[config.mk]
export PLATFORM = sky130hd
export DESIGN_NAME = button_debounce_autorepeat_core
export DESIGN_NICKNAME = d
export VERILOG_FILES = /design/src/design/bda_pkg.sv /design/src/design/button_debounce_autorepeat_core.sv /design/src/design/bda_cfg_regs.sv /design/src/design/bda_lane.sv
export SDC_FILE = /design/constraint.sdc
export NUM_CORES = 2
export LEC_CHECK = 0
export BUFFER_PORTS_ARGS = -buffer_cell sky130_fd_sc_hd__buf_2
export CAP_MARGIN = 15
export CORE_MARGIN = 5
export CORE_UTILIZATION = 60
export DETAILED_ROUTE_END_ITERATION = 10
export PLACE_DENSITY = 0.76
export REMOVE_ABC_BUFFERS = 1
export SLEW_MARGIN = 20
export SYNTH_ARGS = -nofsm -noshare
export SYNTH_HDL_FRONTEND = slang
export SYNTH_SLANG_ARGS = --single-unit
[constraint.sdc]
create_clock -name clk_i -period 10.7 [get_ports clk_i]
set_clock_uncertainty 0.1 [all_clocks]
set_input_delay 2.14 -clock clk_i [delete_from_list [all_inputs] [get_ports clk_i]]
set_output_delay 2.14 -clock clk_i [all_outputs]
set_load 0.02 [all_outputs]
[src/design/bda_pkg.sv]
package bda_pkg;

  // Field and register widths
  localparam int unsigned TimeW   = 32;
  localparam int unsigned CfgW    = 16;
  localparam int unsigned CfgIdxW = 2;

  // Configuration register indexes
  localparam logic [CfgIdxW-1:0] REG_DEBOUNCE      = 2'd0;
  localparam logic [CfgIdxW-1:0] REG_REPEAT_DELAY  = 2'd1;
  localparam logic [CfgIdxW-1:0] REG_REPEAT_PERIOD = 2'd2;

  // Register reset values in milliseconds
  localparam logic [CfgW-1:0] DEBOUNCE_RST      = 16'd20;
  localparam logic [CfgW-1:0] REPEAT_DELAY_RST  = 16'd500;
  localparam logic [CfgW-1:0] REPEAT_PERIOD_RST = 16'd100;

  typedef struct packed {
    logic [CfgW-1:0] debounce_ms;
    logic [CfgW-1:0] repeat_delay_ms;
    logic [CfgW-1:0] repeat_period_ms;
  } cfg_t;

  // Per-button result of one update
  typedef struct packed {
    logic down;
    logic pressed;
    logic released;
  } lane_evt_t;

endpackage

[src/design/button_debounce_autorepeat_core.sv]
// Each accepted update goes to the input register, then to the result register.
// Throughput: one update per cycle while m_axis is ready; the input register
// holds one more update while a finished result waits on the output register.
// The state of each button is read and written in the same cycle by its own lane.
// Reset (rst_ni low, asynchronous): both stages empty, all button state zero,
// registers back to debounce 20, repeat delay 500, repeat period 100 ms.
module button_debounce_autorepeat_core #(
  parameter int unsigned BUTTON_COUNT = 5
) (
  input  logic                                    clk_i,
  input  logic                                    rst_ni,
  // Configuration write port
  input  logic                                    cfg_we_i,
  input  logic [bda_pkg::CfgIdxW-1:0]              cfg_idx_i,
  input  logic [bda_pkg::CfgW-1:0]                 cfg_data_i,
  // Update stream
  input  logic                                    s_axis_tvalid,
  output logic                                    s_axis_tready,
  // raw_levels, now_ms, zero pad
  input  logic [((BUTTON_COUNT+32+7)/8)*8-1:0]     s_axis_tdata,
  // Result stream
  output logic                                    m_axis_tvalid,
  input  logic                                    m_axis_tready,
  // down_mask, pressed_mask, released_mask, zero pad
  output logic [((3*BUTTON_COUNT+7)/8)*8-1:0]      m_axis_tdata
);
  import bda_pkg::*;

  cfg_t                     cfg;
  lane_evt_t                evt [BUTTON_COUNT];

  logic                     in_vld_q;
  logic [BUTTON_COUNT-1:0]  raw_q;
  logic [TimeW-1:0]         now_q;
  logic                     s_acc;
  logic                     adv;

  logic                     out_vld_q;
  logic [BUTTON_COUNT-1:0]  down_q, down_d;
  logic [BUTTON_COUNT-1:0]  pressed_q, pressed_d;
  logic [BUTTON_COUNT-1:0]  released_q, released_d;

  bda_cfg_regs u_cfg (
    .clk_i  (clk_i),
    .rst_ni (rst_ni),
    .we_i   (cfg_we_i),
    .idx_i  (cfg_idx_i),
    .data_i (cfg_data_i),
    .cfg_o  (cfg)
  );

  // Handshake: the input stage moves on when the result register is free
  assign adv           = in_vld_q && (!out_vld_q || m_axis_tready);
  assign s_axis_tready = !in_vld_q || adv;
  assign s_acc         = s_axis_tvalid && s_axis_tready;

  // Input register
  always_ff @(posedge clk_i or negedge rst_ni) begin
    if (!rst_ni) begin
      in_vld_q <= 1'b0;
    end else if (s_acc) begin
      in_vld_q <= 1'b1;
    end else if (adv) begin
      in_vld_q <= 1'b0;
    end
  end

  always_ff @(posedge clk_i) begin
    if (s_acc) begin
      raw_q <= s_axis_tdata[BUTTON_COUNT-1:0];
      now_q <= s_axis_tdata[BUTTON_COUNT+TimeW-1:BUTTON_COUNT];
    end
  end

  // One lane per button
  for (genvar g = 0; g < BUTTON_COUNT; g++) begin : g_lane
    bda_lane u_lane (
      .clk_i  (clk_i),
      .rst_ni (rst_ni),
      .en_i   (adv),
      .raw_i  (raw_q[g]),
      .now_i  (now_q),
      .cfg_i  (cfg),
      .evt_o  (evt[g])
    );
    assign down_d[g]     = evt[g].down;
    assign pressed_d[g]  = evt[g].pressed;
    assign released_d[g] = evt[g].released;
  end

  // Result register
  always_ff @(posedge clk_i or negedge rst_ni) begin
    if (!rst_ni) begin
      out_vld_q <= 1'b0;
    end else if (adv) begin
      out_vld_q <= 1'b1;
    end else if (m_axis_tready) begin
      out_vld_q <= 1'b0;
    end
  end

  always_ff @(posedge clk_i) begin
    if (adv) begin
      down_q     <= down_d;
      pressed_q  <= pressed_d;
      released_q <= released_d;
    end
  end

  assign m_axis_tvalid = out_vld_q;

  always_comb begin
    m_axis_tdata = '0;
    m_axis_tdata[3*BUTTON_COUNT-1:0] = {released_q, pressed_q, down_q};
  end

`ifndef SYNTHESIS
  a_adv_fills_out: assert property (@(posedge clk_i) disable iff (!rst_ni)
    adv |=> out_vld_q)
    else $error("result register empty after an update moved on");

  a_press_release_excl: assert property (@(posedge clk_i) disable iff (!rst_ni)
    out_vld_q |-> ((pressed_q & released_q) == '0))
    else $error("press and release on the same button");

  a_press_is_down: assert property (@(posedge clk_i) disable iff (!rst_ni)
    out_vld_q |-> ((pressed_q & ~down_q) == '0))
    else $error("press reported on a button that is not down");

  a_release_is_up: assert property (@(posedge clk_i) disable iff (!rst_ni)
    out_vld_q |-> ((released_q & down_q) == '0))
    else $error("release reported on a button that is down");
`endif

endmodule

[src/design/bda_cfg_regs.sv]
module bda_cfg_regs (
  input  logic                       clk_i,
  input  logic                       rst_ni,
  input  logic                       we_i,
  input  logic [bda_pkg::CfgIdxW-1:0] idx_i,
  input  logic [bda_pkg::CfgW-1:0]    data_i,
  output bda_pkg::cfg_t              cfg_o
);
  import bda_pkg::*;

  cfg_t cfg_q;
  cfg_t cfg_d;

  // Register decode; unknown indexes leave everything as is
  always_comb begin
    cfg_d = cfg_q;
    if (we_i) begin
      unique case (idx_i)
        REG_DEBOUNCE:      cfg_d.debounce_ms      = data_i;
        REG_REPEAT_DELAY:  cfg_d.repeat_delay_ms  = data_i;
        REG_REPEAT_PERIOD: cfg_d.repeat_period_ms = data_i;
        default:           cfg_d = cfg_q;
      endcase
    end
  end

  always_ff @(posedge clk_i or negedge rst_ni) begin
    if (!rst_ni) begin
      cfg_q.debounce_ms      <= DEBOUNCE_RST;
      cfg_q.repeat_delay_ms  <= REPEAT_DELAY_RST;
      cfg_q.repeat_period_ms <= REPEAT_PERIOD_RST;
    end else begin
      cfg_q <= cfg_d;
    end
  end

  assign cfg_o = cfg_q;

endmodule

[src/design/bda_lane.sv]
module bda_lane (
  input  logic                    clk_i,
  input  logic                    rst_ni,
  input  logic                    en_i,
  input  logic                    raw_i,
  input  logic [bda_pkg::TimeW-1:0] now_i,
  input  bda_pkg::cfg_t           cfg_i,
  output bda_pkg::lane_evt_t      evt_o
);
  import bda_pkg::*;

  localparam int unsigned ExtW = TimeW - CfgW;

  logic             last_raw_q, last_raw_d;
  logic             stable_q, stable_d;
  logic [TimeW-1:0] change_q, change_d;
  logic [TimeW-1:0] hold_q, hold_d;
  logic [TimeW-1:0] rep_q, rep_d;

  logic [TimeW-1:0] since_change;
  logic [TimeW-1:0] since_hold;
  logic [TimeW-1:0] since_rep;
  logic             pressed;
  logic             released;

  // Change time is refreshed first, so the debounce check sees the new value
  assign change_d     = (raw_i != last_raw_q) ? now_i : change_q;
  assign last_raw_d   = raw_i;
  assign since_change = now_i - change_d;
  assign since_hold   = now_i - hold_q;
  assign since_rep    = now_i - rep_q;

  // Debounce and auto repeat decision
  always_comb begin
    stable_d = stable_q;
    hold_d   = hold_q;
    rep_d    = rep_q;
    pressed  = 1'b0;
    released = 1'b0;
    if (raw_i != stable_q) begin
      if (since_change >= {{ExtW{1'b0}}, cfg_i.debounce_ms}) begin
        stable_d = raw_i;
        if (raw_i) begin
          pressed = 1'b1;
          hold_d  = now_i;
          rep_d   = now_i;
        end else begin
          released = 1'b1;
        end
      end
    end else if (stable_q) begin
      if (since_hold >= {{ExtW{1'b0}}, cfg_i.repeat_delay_ms} &&
          since_rep >= {{ExtW{1'b0}}, cfg_i.repeat_period_ms}) begin
        pressed = 1'b1;
        rep_d   = now_i;
      end
    end
  end

  always_ff @(posedge clk_i or negedge rst_ni) begin
    if (!rst_ni) begin
      last_raw_q <= 1'b0;
      stable_q   <= 1'b0;
      change_q   <= '0;
      hold_q     <= '0;
      rep_q      <= '0;
    end else if (en_i) begin
      last_raw_q <= last_raw_d;
      stable_q   <= stable_d;
      change_q   <= change_d;
      hold_q     <= hold_d;
      rep_q      <= rep_d;
    end
  end

  assign evt_o.down     = stable_d;
  assign evt_o.pressed  = pressed;
  assign evt_o.released = released;

endmodule

==> reports/metrics.cfg <==
[sta]
setup_ws_ns=3.10
fmax_ghz=0.132
hold_violations=0
rsz0062_at_grt=false
fin_setup_tns_ns=0
finalCritPeriodShare=0.710
worst_pin_slew_ns=1.15
fin_crit_ns=7.60
max_slew_margin=0.226
slew_violations=0
setup_violations=0

[worst_setup_path]
worst_r2r_endpoint=g_lane[2].u_lane.rep_q[12]
r2r-start=now_q[0]
reg2reg_slack_ns=3.10
critPathLaunchType=flop
cp.required_ns=11.13
reg2reg_depth=29
cpPeakStageDelay_ns=0.72
slowest_stage=inv_1
worst-endpoint-arrival_ns=8.02
cp-end-kind=flop
crit_fanout=32
crit_top_cell=a21oi_1
worst-setup-path-type=reg -> reg

[flow_run]
drv_cap=0

[final_layout]
final_nets=8087
final_layout_size_suffix_gt1_frac=0.0876
syn_to_final_growth_pct=6.10
finalInstanceArea_um2=65600
fin_util=0.643
instances_no_fill=8792

[clocking]
cts.sinks=592
clk_pin_slew_worst_paths_ns=0.06
cts.path.max_buffers=3
postCtsSetupBuffers=0
insertion_delay_ns=0.67
cts_htree_levels=3
ctsResizeCount=0
ctsHoldBuffers=0
cts_root_buf=clkbuf_16
cts_tree=yes
cts_made_buffers=74

[pwr]
powerDensity_nw_per_um2=249
p_sw_frac=0.472
ir_drop_uv=166
comb_power_share=0.634
power.share.clock=0.163
leakage_nw=28.9
p_int_mw=8.62
pwr-share-seq=0.203
p_sw_mw=7.69

[die]
die_h_um=331
dieArea_um2=110000
io_pins=81
initial_core_util=0.606
fp.dieW_um=331
rows=117
core_um2=102000

[synthesis]
synth-xor-area-share=0.0514
synth_fa_ha_area_frac=0.142
ys_seq_area_frac=0.244
ys.warnings.count=0
synthMuxAreaShare=0.0793
synth_compound_area_frac=0.244
ys_types=127
async_flop_share=0.912
ys.flop_type=dfrtp_1
synthTopCellsByCount=ha_1, nand2_1, a21oi_1
synth-edff-count=52
synth_top_area_frac=0.214
syn_avg_cell_area_um2=8.25
syn_area_um2=61800
synth_most_common_cell=ha_1
synth_area_leaders=dfrtp_1, ha_1, a21oi_1
synth_top_family_by_area=compound AO/OA/AOI/OAI gates
synthCells=7499
synth-seq-cells=592
synth_top_area_cell=dfrtp_1
yosys.area_share.simple=0.179

[global_route]
grt_pass1_vias=54200
antenna_found_initial=15
grt_pass1_wl_um=305000
gr-total-overflow=0
grt_use_total=0.351
grt_max_degree=180

[placement]
port_buffers=76
dp_slack_ns=3.23
gp_congestion=0.998
placed_area_um2=63000
dp_cells=8650
dpl.hpwl_um=142000

[route]
ant_nets=0
via_count=58200
via_per_inst=6.62
wl_um=198000
drt_iter0_drc=6392
wl_per_cell_um=22.6
drc_errors=0
dr.pass1.iters=7

[min_path]
hp-class=reg -> reg
hold_depth=2
hp-start=g_lane[1].u_lane.change_q[21]
min_to=g_lane[1].u_lane.change_q[21]

[status]
status=complete, no violations

kinds of logic after synthesis:
group / count (synthesis)
compound gates: 2267
xor+xnor: 357
fa+ha+maj: 705
buf+inv: 910
flops: 592
mux: 443
other cells: 1
simple gates: 2224
power by group through the flow:
stage | combinational [mW] | clock (mW) | sequential, mW
after CTS | 10.1 | 2.70 | 3.30
after global placement | 9.81 | 0 | 3.30
after floorplan | 7.72 | 0 | 3.29
after detailed placement | 10.1 | 0 | 3.34
final | 10.3 | 2.66 | 3.31
after global routing | 11.4 | 2.78 | 3.38
state kept, by name, indices dropped and copies added, names as in the netlist:
signal                    flops
g_lane.u_lane.change_q      160
g_lane.u_lane.hold_q        160
g_lane.u_lane.rep_q         160
u_cfg.cfg_o                  48
now_q                        32
down_q                        5
g_lane.u_lane.last_raw_q      5
g_lane.u_lane.stable_q        5
pressed_q                     5
raw_q                         5
released_q                    5
in_vld_q                      1
m_axis_tvalid                 1
critical path: cells and delay by family, from the launching register on:
kind,cells,cell delay [ns]
multiplexers,1,0.38
XOR/XNOR,1,0.15
flip-flops,1,0.35
buffers and inverters,5,1.61
adder cells (fa/ha/maj),3,0.85
AND/OR/NAND/NOR,8,1.48
AO/OA/AOI/OAI,11,2.50
layout by cell type (no fill, tap or decap), types with 131 or more instances in the layout:
| cell type | synthesis | final |
|---|---|---|
| xnor2_1 | 220 | 216 |
| mux2i_1 | 192 | 192 |
| a21o_1 | 181 | 181 |
| dfrtp_1 | 529 | 528 |
| ha_1 | 655 | 655 |
| a21oi_1 | 565 | 565 |
| xor2_1 | 132 | 131 |
| mux2_2 | 140 | 140 |
| inv_1 | 521 | 520 |
| nand3_1 | 271 | 271 |
| nand2_1 | 653 | 651 |
| nor2_1 | 435 | 433 |
| nand4_1 | 178 | 178 |
| o21ai_0 | 468 | 468 |
worst max-delay path by stage:
stage	depth (start not counted)	from	to
floorplan	6	m_axis_tready	g_lane[3].u_lane.hold_q[0]
global placement	29	now_q[0]	g_lane[2].u_lane.rep_q[1]
detailed placement	29	now_q[0]	g_lane[2].u_lane.rep_q[26]
CTS	29	now_q[0]	g_lane[2].u_lane.rep_q[14]
global route	29	now_q[0]	g_lane[2].u_lane.rep_q[14]
finish	29	now_q[0]	g_lane[2].u_lane.rep_q[12]
routing by layer:
layer | GRT usage | vias up | part of all wire
met5 | 0 | - | 0.00021
met4 | 0.142 | 6 | 0.047
met3 | 0.0719 | 509 | 0.095
met2 | 0.536 | 2389 | 0.43
met1 | 0.488 | 27900 | 0.43
li1 | - | 27500 | -
layout make-up:
cell class | instances | area, um2
repair buffers | 170 | 1140
flip-flops and latches | 592 | 15100
well taps | 1368 | 1710
multi-input cells | 5997 | 43100
diodes | 7 | 17.5
inverters | 524 | 1970
fillers | 8802 | 36400
clock inverters | 43 | 498
clock buffers | 91 | 2040
metrics by stage:
stage	power [mW]	hold WS (ns)
floorplan	11.0	0.346
global placement	13.1	0.361
detailed placement	13.4	0.370
CTS	16.1	0.382
global route	17.6	0.390
finish	16.3	0.378
No activity file was read; power rests on OpenSTA's default activity.
